==> src/hw/rtl/object_persistence_tracker_macros.svh <==
// Assertion macros for the tracker RTL, used by the table engine.
`ifndef OBJECT_PERSISTENCE_TRACKER_MACROS_SVH
`define OBJECT_PERSISTENCE_TRACKER_MACROS_SVH

// same-cycle implication
`define OPT_CHECK(label, ante, cons, msg) \
    label: assert property (@(posedge clk) disable iff (!rst_n) (ante) |-> (cons)) \
        else $error(msg);

// next-cycle implication
`define OPT_CHECK_NEXT(label, ante, cons, msg) \
    label: assert property (@(posedge clk) disable iff (!rst_n) (ante) |=> (cons)) \
        else $error(msg);

`endif

==> src/hw/rtl/opt_pkg.sv <==
// Types and constants of the object persistence tracker.
`timescale 1ns / 1ps
`default_nettype none

package opt_pkg;

    localparam int TABLE_DEPTH_DEF = 16;
    localparam int DWELL_W         = 18;
    localparam int CFG_AW          = 4;
    localparam int CFG_DW          = 32;

    localparam logic [1:0] REG_TOL_SQ      = 2'd0;
    localparam logic [1:0] REG_STABLE_TIME = 2'd1;
    localparam logic [1:0] REG_MAX_TIME    = 2'd2;

    localparam logic [19:0] TOL_SQ_RST      = 20'd400;
    localparam logic [15:0] STABLE_TIME_RST = 16'd2000;
    localparam logic [15:0] MAX_TIME_RST    = 16'd3000;

    typedef struct packed {
        logic              mode;
        logic signed [15:0] pos_x;
        logic signed [15:0] pos_y;
        logic signed [15:0] pos_z;
        logic [2:0]        class_id;
        logic [15:0]       time_delta;
    } in_word_t;

    typedef struct packed {
        logic signed [15:0] out_x;
        logic signed [15:0] out_y;
        logic signed [15:0] out_z;
        logic [2:0]        out_class;
        logic              is_empty;
        logic              is_last;
    } out_word_t;

    typedef struct packed {
        logic [19:0] tol_sq;
        logic [15:0] stable_time;
        logic [15:0] max_time;
    } cfg_t;

    typedef struct packed {
        logic signed [15:0] x;
        logic signed [15:0] y;
        logic signed [15:0] z;
        logic [2:0]        cls;
    } pos_t;

endpackage

`default_nettype wire

==> src/hw/rtl/opt_ram.sv <==
// Generic single write port, single read port RAM with registered read.
`timescale 1ns / 1ps
`default_nettype none

module opt_ram #(
    parameter int WIDTH = 8,
    parameter int DEPTH = 16
) (
    input  logic                     clk,
    input  logic                     we,
    input  logic [$clog2(DEPTH)-1:0] waddr,
    input  logic [WIDTH-1:0]         wdata,
    input  logic [$clog2(DEPTH)-1:0] raddr,
    output logic [WIDTH-1:0]         rdata
);

    logic [WIDTH-1:0] mem_reg [DEPTH];
    logic [WIDTH-1:0] rdata_reg;

    always_ff @(posedge clk)
    begin
        if (we)
        begin
            mem_reg[waddr] <= wdata;
        end
        rdata_reg <= mem_reg[raddr];
    end

    assign rdata = rdata_reg;

endmodule

`default_nettype wire

==> src/hw/rtl/opt_cfg.sv <==
// APB-style register file for the tracker thresholds.
`timescale 1ns / 1ps
`default_nettype none

module opt_cfg (
    input  logic                        clk,
    input  logic                        rst_n,
    input  logic                        psel,
    input  logic                        penable,
    input  logic                        pwrite,
    input  logic [opt_pkg::CFG_AW-1:0]  paddr,
    input  logic [opt_pkg::CFG_DW-1:0]  pwdata,
    output logic [opt_pkg::CFG_DW-1:0]  prdata,
    output logic                        pready,
    output opt_pkg::cfg_t               cfg
);

    import opt_pkg::*;

    cfg_t       cfg_reg;
    cfg_t       cfg_next;
    logic [1:0] reg_idx;
    logic       wr_en;

    assign reg_idx = paddr[CFG_AW-1:2];
    assign wr_en   = psel && penable && pwrite && pready;
    assign pready  = 1'b1;

    always_comb
    begin
        cfg_next = cfg_reg;
        if (wr_en)
        begin
            case (reg_idx)
                REG_TOL_SQ:      cfg_next.tol_sq      = pwdata[19:0];
                REG_STABLE_TIME: cfg_next.stable_time = pwdata[15:0];
                REG_MAX_TIME:    cfg_next.max_time    = pwdata[15:0];
                default:         cfg_next = cfg_reg;
            endcase
        end
    end

    always_comb
    begin
        case (reg_idx)
            REG_TOL_SQ:      prdata = CFG_DW'(cfg_reg.tol_sq);
            REG_STABLE_TIME: prdata = CFG_DW'(cfg_reg.stable_time);
            REG_MAX_TIME:    prdata = CFG_DW'(cfg_reg.max_time);
            default:         prdata = '0;
        endcase
    end

    always_ff @(posedge clk or negedge rst_n)
    begin
        if (!rst_n)
        begin
            cfg_reg.tol_sq      <= TOL_SQ_RST;
            cfg_reg.stable_time <= STABLE_TIME_RST;
            cfg_reg.max_time    <= MAX_TIME_RST;
        end
        else
        begin
            cfg_reg <= cfg_next;
        end
    end

    assign cfg = cfg_reg;

endmodule

`default_nettype wire

==> src/hw/rtl/opt_eng.sv <==
// Table engine: match pipeline, ageing and compaction pass, report pass.
`timescale 1ns / 1ps
`default_nettype none
`include "object_persistence_tracker_macros.svh"

module opt_eng #(
    parameter int DEPTH = opt_pkg::TABLE_DEPTH_DEF
) (
    input  logic               clk,
    input  logic               rst_n,
    input  opt_pkg::cfg_t      cfg,
    input  logic               in_valid,
    output logic               in_stall,
    input  opt_pkg::in_word_t  in_word,
    output logic               out_valid,
    input  logic               out_stall,
    output opt_pkg::out_word_t out_word
);

    import opt_pkg::*;

    localparam int IW = $clog2(DEPTH);
    localparam int CW = $clog2(DEPTH + 1);
    localparam int PW = $bits(pos_t);
    localparam int DW = DWELL_W;

    localparam logic [3:0] ST_IDLE      = 4'd0;
    localparam logic [3:0] ST_DET_SCAN  = 4'd1;
    localparam logic [3:0] ST_DET_DRAIN = 4'd2;
    localparam logic [3:0] ST_DET_FIN   = 4'd3;
    localparam logic [3:0] ST_EOF_SCAN  = 4'd4;
    localparam logic [3:0] ST_EOF_DRAIN = 4'd5;
    localparam logic [3:0] ST_REP_RD    = 4'd6;
    localparam logic [3:0] ST_REP_EV    = 4'd7;
    localparam logic [3:0] ST_REP_END   = 4'd8;

    function automatic logic [15:0] abs_diff(logic signed [15:0] a, logic signed [15:0] b);
        logic signed [16:0] d;
        d = {a[15], a} - {b[15], b};
        return d[16] ? 16'(-d) : d[15:0];
    endfunction

    function automatic out_word_t mk_out(pos_t p, logic last);
        out_word_t o;
        o.out_x     = p.x;
        o.out_y     = p.y;
        o.out_z     = p.z;
        o.out_class = p.cls;
        o.is_empty  = 1'b0;
        o.is_last   = last;
        return o;
    endfunction

    // control
    logic [3:0]       state_reg, state_next;
    logic [CW-1:0]    n_reg, n_next;
    logic [CW-1:0]    rd_cnt_reg, rd_cnt_next;
    logic [CW-1:0]    w_cnt_reg, w_cnt_next;
    logic [DEPTH-1:0] seen_reg, seen_next;
    logic             matched_reg, matched_next;
    logic             p1_v_reg, p1_v_next;
    logic             p2_v_reg, p2_v_next;
    logic             p3_v_reg, p3_v_next;
    logic             c1_v_reg, c1_v_next;
    logic             pend_v_reg, pend_v_next;
    logic             out_valid_reg, out_valid_next;

    // payload
    in_word_t              det_reg;
    logic [IW-1:0]         p1_idx_reg, p2_idx_reg, p3_idx_reg, c1_idx_reg;
    logic [15:0]           p2_ax_reg, p2_ay_reg, p2_az_reg;
    logic signed [DW-1:0]  p2_dwell_reg, p3_dwell_reg;
    logic [31:0]           p3_sx_reg, p3_sy_reg, p3_sz_reg;
    pos_t                  pend_reg, pend_next;
    out_word_t             out_word_reg, out_word_next;

    // memories
    logic                 pos_we, dwell_we;
    logic [IW-1:0]        pos_waddr, dwell_waddr;
    pos_t                 pos_wdata, pos_rd;
    logic signed [DW-1:0] dwell_wdata, dwell_rd;
    logic [PW-1:0]        pos_rd_raw;
    logic [DW-1:0]        dwell_rd_raw;

    logic                 accept;
    logic                 slot_free;
    logic                 last_issue;
    logic signed [DW-1:0] dt_s;
    logic [33:0]          dist_sq;
    logic                 hit;
    logic signed [DW-1:0] dwell_inc;
    logic                 below_cap;
    logic signed [DW-1:0] aged;
    logic                 keep;
    logic                 stable;
    pos_t                 det_pos;
    out_word_t            empty_word;

    opt_ram #(.WIDTH(PW), .DEPTH(DEPTH)) u_pos_ram (
        .clk   (clk),
        .we    (pos_we),
        .waddr (pos_waddr),
        .wdata (pos_wdata),
        .raddr (rd_cnt_reg[IW-1:0]),
        .rdata (pos_rd_raw)
    );

    opt_ram #(.WIDTH(DW), .DEPTH(DEPTH)) u_dwell_ram (
        .clk   (clk),
        .we    (dwell_we),
        .waddr (dwell_waddr),
        .wdata (dwell_wdata),
        .raddr (rd_cnt_reg[IW-1:0]),
        .rdata (dwell_rd_raw)
    );

    assign pos_rd   = pos_t'(pos_rd_raw);
    assign dwell_rd = $signed(dwell_rd_raw);

    assign accept     = in_valid && !in_stall;
    assign in_stall   = (state_reg != ST_IDLE);
    assign slot_free  = !out_valid_reg || !out_stall;
    assign last_issue = ((rd_cnt_reg + CW'(1)) == n_reg);
    assign dt_s       = $signed({{(DW-16){1'b0}}, det_reg.time_delta});

    // match stage
    assign dist_sq   = 34'(p3_sx_reg) + 34'(p3_sy_reg) + 34'(p3_sz_reg);
    assign hit       = p3_v_reg && (dist_sq < 34'(cfg.tol_sq));
    assign dwell_inc = p3_dwell_reg + dt_s;
    assign below_cap = p3_dwell_reg <= $signed({{(DW-16){1'b0}}, cfg.max_time});

    // ageing
    assign aged = seen_reg[c1_idx_reg] ? dwell_rd : dwell_rd - dt_s;
    assign keep = !aged[DW-1];

    assign stable = dwell_rd > $signed({{(DW-16){1'b0}}, cfg.stable_time});

    assign det_pos.x   = det_reg.pos_x;
    assign det_pos.y   = det_reg.pos_y;
    assign det_pos.z   = det_reg.pos_z;
    assign det_pos.cls = det_reg.class_id;

    assign empty_word = '{out_x: '0, out_y: '0, out_z: '0, out_class: '0,
                          is_empty: 1'b1, is_last: 1'b1};

    always_comb
    begin
        state_next     = state_reg;
        n_next         = n_reg;
        rd_cnt_next    = rd_cnt_reg;
        w_cnt_next     = w_cnt_reg;
        seen_next      = seen_reg;
        matched_next   = matched_reg;
        p1_v_next      = 1'b0;
        p2_v_next      = p1_v_reg;
        p3_v_next      = p2_v_reg;
        c1_v_next      = 1'b0;
        pend_v_next    = pend_v_reg;
        pend_next      = pend_reg;
        out_valid_next = out_valid_reg && out_stall;
        out_word_next  = out_word_reg;
        pos_we         = 1'b0;
        pos_waddr      = w_cnt_reg[IW-1:0];
        pos_wdata      = pos_rd;
        dwell_we       = 1'b0;
        dwell_waddr    = w_cnt_reg[IW-1:0];
        dwell_wdata    = aged;

        if (hit)
        begin
            seen_next[p3_idx_reg] = 1'b1;
            matched_next          = 1'b1;
            dwell_we              = below_cap;
            dwell_waddr           = p3_idx_reg;
            dwell_wdata           = dwell_inc;
        end

        // compaction: survivors close up towards the front
        if (c1_v_reg && keep)
        begin
            pos_we     = 1'b1;
            dwell_we   = 1'b1;
            w_cnt_next = w_cnt_reg + CW'(1);
        end

        case (state_reg)
            ST_IDLE:
            begin
                if (accept)
                begin
                    rd_cnt_next  = '0;
                    w_cnt_next   = '0;
                    matched_next = 1'b0;
                    if (!in_word.mode)
                    begin
                        state_next = (n_reg == '0) ? ST_DET_FIN : ST_DET_SCAN;
                    end
                    else
                    begin
                        state_next = (n_reg == '0) ? ST_EOF_DRAIN : ST_EOF_SCAN;
                    end
                end
            end
            ST_DET_SCAN:
            begin
                p1_v_next   = 1'b1;
                rd_cnt_next = rd_cnt_reg + CW'(1);
                if (last_issue)
                begin
                    state_next = ST_DET_DRAIN;
                end
            end
            ST_DET_DRAIN:
            begin
                if (!p1_v_reg && !p2_v_reg && !p3_v_reg)
                begin
                    state_next = ST_DET_FIN;
                end
            end
            ST_DET_FIN:
            begin
                if (!matched_reg && (n_reg < CW'(DEPTH)))
                begin
                    pos_we                   = 1'b1;
                    pos_waddr                = n_reg[IW-1:0];
                    pos_wdata                = det_pos;
                    dwell_we                 = 1'b1;
                    dwell_waddr              = n_reg[IW-1:0];
                    dwell_wdata              = '0;
                    seen_next[n_reg[IW-1:0]] = 1'b1;
                    n_next                   = n_reg + CW'(1);
                end
                state_next = ST_IDLE;
            end
            ST_EOF_SCAN:
            begin
                c1_v_next   = 1'b1;
                rd_cnt_next = rd_cnt_reg + CW'(1);
                if (last_issue)
                begin
                    state_next = ST_EOF_DRAIN;
                end
            end
            ST_EOF_DRAIN:
            begin
                if (!c1_v_reg)
                begin
                    n_next      = w_cnt_reg;
                    seen_next   = '0;
                    rd_cnt_next = '0;
                    state_next  = (w_cnt_reg == '0) ? ST_REP_END : ST_REP_RD;
                end
            end
            ST_REP_RD:
            begin
                state_next = ST_REP_EV;
            end
            ST_REP_EV:
            begin
                // one stable entry is held back until the next shows whether it is last
                if (!stable || !pend_v_reg || slot_free)
                begin
                    if (stable)
                    begin
                        if (pend_v_reg)
                        begin
                            out_valid_next = 1'b1;
                            out_word_next  = mk_out(pend_reg, 1'b0);
                        end
                        pend_v_next = 1'b1;
                        pend_next   = pos_rd;
                    end
                    rd_cnt_next = rd_cnt_reg + CW'(1);
                    state_next  = last_issue ? ST_REP_END : ST_REP_RD;
                end
            end
            ST_REP_END:
            begin
                if (slot_free)
                begin
                    out_valid_next = 1'b1;
                    out_word_next  = pend_v_reg ? mk_out(pend_reg, 1'b1) : empty_word;
                    pend_v_next    = 1'b0;
                    state_next     = ST_IDLE;
                end
            end
            default:
            begin
                state_next = ST_IDLE;
            end
        endcase
    end

    always_ff @(posedge clk or negedge rst_n)
    begin
        if (!rst_n)
        begin
            state_reg     <= ST_IDLE;
            n_reg         <= '0;
            rd_cnt_reg    <= '0;
            w_cnt_reg     <= '0;
            seen_reg      <= '0;
            matched_reg   <= 1'b0;
            p1_v_reg      <= 1'b0;
            p2_v_reg      <= 1'b0;
            p3_v_reg      <= 1'b0;
            c1_v_reg      <= 1'b0;
            pend_v_reg    <= 1'b0;
            out_valid_reg <= 1'b0;
        end
        else
        begin
            state_reg     <= state_next;
            n_reg         <= n_next;
            rd_cnt_reg    <= rd_cnt_next;
            w_cnt_reg     <= w_cnt_next;
            seen_reg      <= seen_next;
            matched_reg   <= matched_next;
            p1_v_reg      <= p1_v_next;
            p2_v_reg      <= p2_v_next;
            p3_v_reg      <= p3_v_next;
            c1_v_reg      <= c1_v_next;
            pend_v_reg    <= pend_v_next;
            out_valid_reg <= out_valid_next;
        end
    end

    always_ff @(posedge clk)
    begin
        if (accept)
        begin
            det_reg <= in_word;
        end
        p1_idx_reg   <= rd_cnt_reg[IW-1:0];
        c1_idx_reg   <= rd_cnt_reg[IW-1:0];
        p2_idx_reg   <= p1_idx_reg;
        p2_ax_reg    <= abs_diff(pos_rd.x, det_reg.pos_x);
        p2_ay_reg    <= abs_diff(pos_rd.y, det_reg.pos_y);
        p2_az_reg    <= abs_diff(pos_rd.z, det_reg.pos_z);
        p2_dwell_reg <= dwell_rd;
        p3_idx_reg   <= p2_idx_reg;
        p3_sx_reg    <= p2_ax_reg * p2_ax_reg;
        p3_sy_reg    <= p2_ay_reg * p2_ay_reg;
        p3_sz_reg    <= p2_az_reg * p2_az_reg;
        p3_dwell_reg <= p2_dwell_reg;
        pend_reg     <= pend_next;
        out_word_reg <= out_word_next;
    end

    assign out_valid = out_valid_reg;
    assign out_word  = out_word_reg;

    `OPT_CHECK(a_fill_bound, 1'b1, n_reg <= CW'(DEPTH), "fill count beyond table depth")

    `OPT_CHECK_NEXT(a_append_grows,
        (state_reg == ST_DET_FIN) && !matched_reg && (n_reg < CW'(DEPTH)),
        n_reg == $past(n_reg) + CW'(1), "unmatched detection not appended")

    `OPT_CHECK(a_compact_order, c1_v_reg, w_cnt_reg <= CW'(c1_idx_reg),
        "compaction write pointer ahead of read position")

    `OPT_CHECK_NEXT(a_seen_cleared, (state_reg == ST_REP_END) && slot_free,
        seen_reg == '0, "seen marks survive the end of frame")

endmodule

`default_nettype wire

==> src/hw/rtl/object_persistence_tracker.sv <==
// Top level of the object persistence tracker.
`timescale 1ns / 1ps
`default_nettype none

// Keeps up to TABLE_DEPTH tracked objects in two single-port-read RAMs
// (position/class and dwell) with a fill count; no clearing pass follows
// reset. One word is taken at a time, and the input is stalled while it is
// worked on. A detection word streams the valid entries through a read,
// difference, square and compare pipeline that writes the updated dwell back.
// An end-of-frame word runs an ageing and compaction pass, then a report
// pass over the surviving entries through the same RAM read port and a
// closing step, both of which an output stall can hold; the last report
// word is marked is_last, and a frame with nothing stable gives one word
// with is_empty set. A finished report word waits in the output register
// while the next input word is taken.
module object_persistence_tracker #(
    parameter int TABLE_DEPTH = opt_pkg::TABLE_DEPTH_DEF
) (
    input  logic                       clk,
    input  logic                       rst_n,
    input  logic                       psel,
    input  logic                       penable,
    input  logic                       pwrite,
    input  logic [opt_pkg::CFG_AW-1:0] paddr,
    input  logic [opt_pkg::CFG_DW-1:0] pwdata,
    output logic [opt_pkg::CFG_DW-1:0] prdata,
    output logic                       pready,
    input  logic                       in_valid,
    output logic                       in_stall,
    input  opt_pkg::in_word_t          in_word,
    output logic                       out_valid,
    input  logic                       out_stall,
    output opt_pkg::out_word_t         out_word
);

    import opt_pkg::*;

    cfg_t cfg;

    opt_cfg u_cfg (
        .clk     (clk),
        .rst_n   (rst_n),
        .psel    (psel),
        .penable (penable),
        .pwrite  (pwrite),
        .paddr   (paddr),
        .pwdata  (pwdata),
        .prdata  (prdata),
        .pready  (pready),
        .cfg     (cfg)
    );

    opt_eng #(.DEPTH(TABLE_DEPTH)) u_eng (
        .clk       (clk),
        .rst_n     (rst_n),
        .cfg       (cfg),
        .in_valid  (in_valid),
        .in_stall  (in_stall),
        .in_word   (in_word),
        .out_valid (out_valid),
        .out_stall (out_stall),
        .out_word  (out_word)
    );

endmodule

`default_nettype wire

==> config.mk <==
export PLATFORM = sky130hd
export DESIGN_NAME = object_persistence_tracker
export DESIGN_NICKNAME = d
export VERILOG_FILES = /design/src/hw/rtl/opt_pkg.sv /design/src/hw/rtl/opt_ram.sv /design/src/hw/rtl/opt_cfg.sv /design/src/hw/rtl/opt_eng.sv /design/src/hw/rtl/object_persistence_tracker.sv
export VERILOG_INCLUDE_DIRS = /design/src /design/src/hw/rtl
export SDC_FILE = /design/constraint.sdc
export NUM_CORES = 2
export LEC_CHECK = 0
export BUFFER_PORTS_ARGS = -buffer_cell sky130_fd_sc_hd__buf_2
export CORE_ASPECT_RATIO = 1.4
export CORE_MARGIN = 5
export CORE_UTILIZATION = 40
export CTS_CLUSTER_DIAMETER = 120
export DETAILED_ROUTE_END_ITERATION = 10
export GPL_ROUTABILITY_DRIVEN = 1
export SYNTH_ARGS = -nofsm -noshare
export SYNTH_HDL_FRONTEND = slang
export SYNTH_SLANG_ARGS = --single-unit
==> constraint.sdc <==
create_clock -name clk -period 9.5 [get_ports clk]
set_clock_uncertainty 0.05 [all_clocks]
set_input_delay 0.95 -clock clk [delete_from_list [all_inputs] [get_ports clk]]
set_output_delay 0.95 -clock clk [all_outputs]
set_load 0.02 [all_outputs]
# ---- Yosys cells after proc, flatten, opt, wreduce, memory -nomap -nowiden
# Memory sizes are Yosys's and may differ from the RTL's. A register that Yosys moved wholly into a read port is not among the register bits.
# Index checks and enable logic that the tools add are counted.
dict set report word_totals {
  register_bits 457
  mem_bits_rw 1104
  in_bits 111
  out_inout_bits 88
  wordCells 212
  n_memories 2
}
# name depth width rd rd_clocked_by_memory_dff wr line_no
set memory_table {}
lappend memory_table {u_eng.u_pos_ram.mem_reg 16 51 1 1 1 opt_ram.sv:17} ;# logic [WIDTH-1:0] mem_reg [DEPTH];
lappend memory_table {u_eng.u_dwell_ram.mem_reg 16 18 1 1 1 opt_ram.sv:17}
dict set report classes {
  add_sub_neg 13
  mul 3
  order_cmp 9
  n_eq_ne 21
  n_mux 79
  bitwise 2
  n_reduce_logical 42
}
# operator count
set ops {}
lappend ops {{53-bit 2-to-1 mux} 5}
lappend ops {{53-bit case mux with 2 select lines} 1}
lappend ops {{51-bit 2-to-1 mux} 2}
lappend ops {{16-bit by 16-bit multiplier with 32-bit output} 3}
lappend ops {{16-bit 2-to-1 mux} 6}
lappend ops {{18-bit 2-to-1 mux} 4}
lappend ops {{4-bit 2-to-1 mux} 15}
lappend ops {{20-bit case mux with 3 select lines} 1}
lappend ops {{16-bit by 16-bit subtractor with 17-bit output} 3}
lappend ops {{16-bit negation} 3}
lappend ops {{5-bit 2-to-1 mux} 8}
lappend ops {{34-bit by 32-bit adder with 34-bit output} 1}
lappend ops {{34-bit by 20-bit < comparator with 1-bit output} 1}
lappend ops {{32-bit by 32-bit adder with 33-bit output} 1}
lappend ops {{16-bit bitwise OR} 2}
lappend ops {{16-bit case mux with 2 select lines} 1}
lappend ops {{4-bit case mux with 8 select lines} 1}
lappend ops {{1-bit 2-to-1 mux} 27}
lappend ops {{5-bit case mux with 4 select lines} 1}
lappend ops {{18-bit by 17-bit adder with 18-bit output} 1}
lappend ops {{18-bit by 17-bit > comparator with 1-bit output} 1}
lappend ops {{18-bit by 17-bit <= comparator with 1-bit output} 1}
lappend ops {{2-bit by 1-bit != test with 1-bit output (second input constant)} 9}
lappend ops {{18-bit by 17-bit subtractor with 18-bit output} 1}
lappend ops {{other kinds (31)} 70}

# ---- Longest topological paths before layout
dict set report depth {
  depth_word 10
  depth_mapped 38
  depth_no_buf 35
}

# ---- Modules after synthesis
# Synthesis repeated with hierarchy kept, for this count alone.
dict set report unflattened {
  cells_unflattened 6498
  area_unflattened_um2 88128.3
}
# mod instances cells_per_inst area_each_um2 seq_area_each_um2
set modules_own_cells {}
lappend modules_own_cells {opt_eng 1 4509 42664.7 9969.6}
lappend modules_own_cells {{opt_ram at u_eng.u_pos_ram} 1 1320 31611.6 25524.5}
lappend modules_own_cells {{opt_ram at u_eng.u_dwell_ram} 1 482 11323.4 9008.6}
lappend modules_own_cells {opt_cfg 1 187 2528.7 1321.3}

# ---- Least setup slack after synthesis
# Ideal clock, no wire load.
dict set report synth_path {
  path_type {flip-flop to flip-flop}
  start {register u_eng.p3_sy_reg[3]}
  end {memory u_eng.u_dwell_ram.mem_reg[0][0] (netlist bit), enable pin}
  setup_ns 0.421
  arrival_ns 7.482
  t_required_ns 9.029
  setup_slack_ns 1.546
  stages_incl_launch_ff 37
  path_buffers 2
  synth_period_minus_slack_ns 7.954
  path_cell_list {dfxtp_1 > ha_1 > a211oi_1 > o21ai_0 > a31oi_1 > nor2b_1 > nor2_1 > nor2b_1 > o21a_1 > o21a_1 > o21a_1 > nor2_1 > ha_1 > clkbuf_1 > nand2_1 > nor2_1 > a21oi_1 > o211ai_2 > a21oi_1 > nor2b_1 > o21ai_0 > nand2b_1 > a21oi_1 > xnor2_1 > ha_1 > nand2_1 > nand3_1 > or4_1 > nor4_1 > nand4_1 > a211oi_1 > nand4_1 > or4_1 > buf_2 > o21ai_4 > a31oi_4 > a211oi_1}
}
dict set report synth_between {
  elab_chain_len 10
  word_cells_on_any_way 13
  cone_classes {2 x add/sub; 1 x order compare; 9 x mux; 1 x reduce/logical}
}
# element line_no
set synth_rtl {}
lappend synth_rtl {{start: declaration} opt_eng.sv:73} ;# logic [31:0] p3_sx_reg, p3_sy_reg, p3_sz_reg;
lappend synth_rtl {{start signal: assignment} opt_eng.sv:343} ;# p3_sy_reg <= p2_ay_reg * p2_ay_reg;
lappend synth_rtl {{32-bit by 32-bit adder with 33-bit output *} opt_eng.sv:127} ;# assign dist_sq = 34'(p3_sx_reg) + 34'(p3_sy_reg) + 34'(p3_sz_reg);
lappend synth_rtl {{34-bit by 32-bit adder with 34-bit output *} opt_eng.sv:127}
lappend synth_rtl {{34-bit by 20-bit < comparator with 1-bit output *} opt_eng.sv:128} ;# assign hit = p3_v_reg && (dist_sq < 34'(cfg.tol_sq));
lappend synth_rtl {{1-bit logical AND *} opt_eng.sv:128}
lappend synth_rtl {{1-bit 2-to-1 mux} opt_eng.sv:169} ;# if (hit)
lappend synth_rtl {{1-bit 2-to-1 mux} opt_eng.sv:179} ;# if (c1_v_reg && keep)
lappend synth_rtl {{1-bit 2-to-1 mux} opt_eng.sv:222} ;# if (!matched_reg && (n_reg < CW'(DEPTH)))
lappend synth_rtl {{1-bit 2-to-1 mux} opt_eng.sv:186} ;# case (state_reg)
lappend synth_rtl {{1-bit 2-to-1 mux} opt_ram.sv:22} ;# if (we)
lappend synth_rtl {{1-bit 2-to-1 mux (not written as such)} opt_ram.sv:24} ;# mem_reg[waddr] <= wdata;
lappend synth_rtl {{end: declaration} opt_ram.sv:17}
# Every way passes the cells marked *; elsewhere a longest branch is shown, timed or not.

# ---- Worst setup path in the final report
dict set report layout_path {
  start {register u_eng.p3_sy_reg[3]}
  end {memory u_eng.u_dwell_ram.mem_reg[15][0] (netlist bit), data pin}
}
dict set report layout_between {
  elab_chain_len 7
}
# element line_no
set layout_rtl {}
lappend layout_rtl {{32-bit by 32-bit adder with 33-bit output *} opt_eng.sv:127}
lappend layout_rtl {{34-bit by 32-bit adder with 34-bit output *} opt_eng.sv:127}
lappend layout_rtl {{34-bit by 20-bit < comparator with 1-bit output *} opt_eng.sv:128}
lappend layout_rtl {{1-bit logical AND *} opt_eng.sv:128}
lappend layout_rtl {{18-bit 2-to-1 mux *} opt_eng.sv:169}
lappend layout_rtl {{18-bit 2-to-1 mux} opt_eng.sv:222}
lappend layout_rtl {{18-bit 2-to-1 mux *} opt_eng.sv:186}
lappend layout_rtl {{net u_eng.dwell_wdata[0]} opt_eng.sv:81} ;# logic signed [DW-1:0] dwell_wdata, dwell_rd;
# Mark *: on every way through the listed nets, which the timed path passes. The rest lies on a longest branch.

==> qor.yml <==
outcome:
  status: "completed"
sta:
  fin_tns_setup_ps: 0
  setup_viol: 0
  period_share: 0.894
  max_freq_ghz: 0.118
  final.min_clock_period_ps: 8490
  relSlewSlack: 0.0725
  finalHoldViolations: 0
  final_max_slew_viol_count: 0
  rsz0062_at_grt: "false"
  worst_pin_slew_ps: 1390
worst_hold_path:
  hp-class: "in -> async"
detailed_routing:
  firstDrtPassIters: 7
  vias: 51400
  drc: 0
  ant_nets: 0
  route.met3.wl_um: 12200
  met1_length_um: 88400
  viasPerCell: 5.30
  drt_iter0_markers: 3585
  wl_per_cell_um: 22.5
  met2_length_um: 110000
  maxUsedRoutingLayer: "met5"
  wl_um: 218000
clock_tree:
  clk_pin_slew_ps: 60
  cts_buffers: 167
  cts_tree: "built"
  clockRootBuffer: "clkbuf_16"
  cts_buffer_depth: 4
  clk_latency_ps: 830
  cts-htree-levels: 4
  cts_setup_buffers: 0
  clock-sinks: 1627
  post_cts_resized: 0
  postCtsHoldBufs: 0
setup_path:
  cpMaxStageDelayCell: "nor2_1"
  critPathBufInv: 1
  startpoint_type: "flip-flop"
  cp_common_cell: "nor2_1"
  arrival_ps: 8880
  cpPeakStageDelay_ps: 710
  cp_max_fo: 33
  cp.required_ps: 9890
  worst_setup_path_end_kind: "flip-flop"
  critPathKind: "reg -> reg"
  crit_family: "simple AND/OR/NAND/NOR gates"
floorplan:
  die_x_um: 407
  core-area_um2: 219000
  rows: 203
  design.portCount: 199
  dieArea_um2: 230000
  die_y_um: 565
  start_util: 0.403
synth:
  synth_area_um2: 88100
  ys_async_sr_fraction: 0.0578
  synth_warnings: 0
  ys_seq_area_frac: 0.520
  ys.flop_type: "edfxtp_1"
  avgSynthCellArea_um2: 13.7
  ys_ff_latch: 1627
  synth_edf_count: 1275
  synthCells: 6427
  synth_cell_types: 88
global_route:
  grt.total_usage: 0.189
  grt_overflow: 0
  antenna_found_initial: 13
  grt_pass1_wl_um: 329000
  grt_max_degree: 132
  grt_pass1_vias: 54000
finish:
  nets: 7822
  largest_register_ffs: 816
  final_common_cell: "edfxtp_1"
  layout_common_cells: "edfxtp_1 (1275), inv_1 (906), ha_1 (508)"
  area_growth_pct: 11.9
  drive_gt1_frac: 0.152
  fillers: 19400
job:
  drv_cap: 0
placed_design:
  place_hpwl_um: 147000
  port_buffers: 171
  place_congestion: 0.869
==> cell usage after synthesis (all sizes together) (16+ instances only) <==
cell | instances | area (µm²)
edfxtp | 1275 | 38300
inv | 906 | 3400
ha | 508 | 6360
fa | 498 | 9970
nand2 | 396 | 1490
mux4 | 350 | 7880
nor2 | 289 | 1090
dfxtp | 258 | 5160
o21ai | 219 | 1120
a21oi | 180 | 901
xnor2 | 170 | 1490
and2 | 163 | 1020
clkbuf | 161 | 604
nor2b | 97 | 607
nor3 | 85 | 425
dfrtp | 78 | 1950
xor2 | 69 | 604
a21o | 59 | 443
a211oi | 54 | 405
buf | 50 | 255
nand3 | 48 | 240
a31oi | 41 | 302
o21a | 37 | 278
nand2b | 34 | 213
or3 | 33 | 206
mux2 | 28 | 315
mux2i | 27 | 274
or2 | 25 | 156
nand4 | 23 | 144
o21bai | 23 | 173
o31ai | 21 | 158
and3 | 20 | 125
dfstp | 16 | 420
==> cell type report <==
class	instances	area (µm²)	share of cell area
sequential	1627	45800	0.465
multi-input combinational	3694	38300	0.389
clock inverter	77	881	0.00893
timing repair buffer	309	1920	0.0195
clock buffer	220	4610	0.0467
tap	2870	3590	0.0364
antenna	6	15.0	0.000152
inverter	906	3400	0.0345
==> routing by layer <==
layer,vias up,GRT usage
met5,-,0
met1,26400,0.245
li1,23300,-
met3,374,0.0264
met2,1387,0.329
met4,2,0.0616
==> final timing paths <==
| kind | startpoint | cells after the start | slack (ps) | endpoint |
|---|---|---|---|---|
| min | rst_n | 1 | 130 | u_eng.seen_reg[15]$_DFF_PN0_ |
| max reg2reg | u_eng.p3_sy_reg[3]$_DFF_P_ | 33 | 1010 | u_eng.u_dwell_ram.mem_reg[15][0]$_DFFE_PP_ |
| max in group asynchronous | rst_n | 2 | 8150 | u_eng.seen_reg[4]$_DFF_PN0_ |
| min reg2reg | u_eng.p2_idx_reg[1]$_DFF_P_ | 0 | 240 | u_eng.p3_idx_reg[1]$_DFF_P_ |
| min in group clk | in_word[42] | 1 | 230 | u_eng.det_pos[26]$_DFFE_PP_ |
| max | u_eng.p3_sy_reg[3]$_DFF_P_ | 33 | 1010 | u_eng.u_dwell_ram.mem_reg[15][0]$_DFFE_PP_ |
==> worst reg2reg max path: cells and delay by family (launching register included) <==
kind,cells,cell delay (ps)
and+or+nand+nor,15,3010
AOI/OAI and AO/OA,12,2950
adders and majority gates,3,1050
buffers and inverters,1,390
DFF,1,300
muxes,1,260
xor gates and xnor gates,1,130
==> kinds of logic after synthesis <==
| logic type | count (synthesis) | share of synthesized area |
|---|---|---|
| buf+inv | 1117 | 0.0484 |
| simple gates | 1269 | 0.0699 |
| compound gates | 762 | 0.0560 |
| other cells | 2 | 0.0000853 |
| flops | 1627 | 0.520 |
| mux | 405 | 0.0962 |
| fa+ha+maj | 1006 | 0.185 |
| xor+xnor | 239 | 0.0238 |
==> through the flow <==
stage,setup slack [ps],cells,instance area [µm²],hold slack [ps],util
3_5_place_dp,1250,9406,93100,262,0.426
5_1_grt,492,9704,98600,145,0.451
6_report,1010,9709,98600,134,0.451
2_1_floorplan,1550,6438,88100,260,-
3_3_place_gp,1120,9406,93100,260,0.426
4_1_cts,1170,9703,98600,95.2,0.451
Power is not shown: default switching activity piles up to over one toggle a cycle in this logic, so the estimate is an artifact.
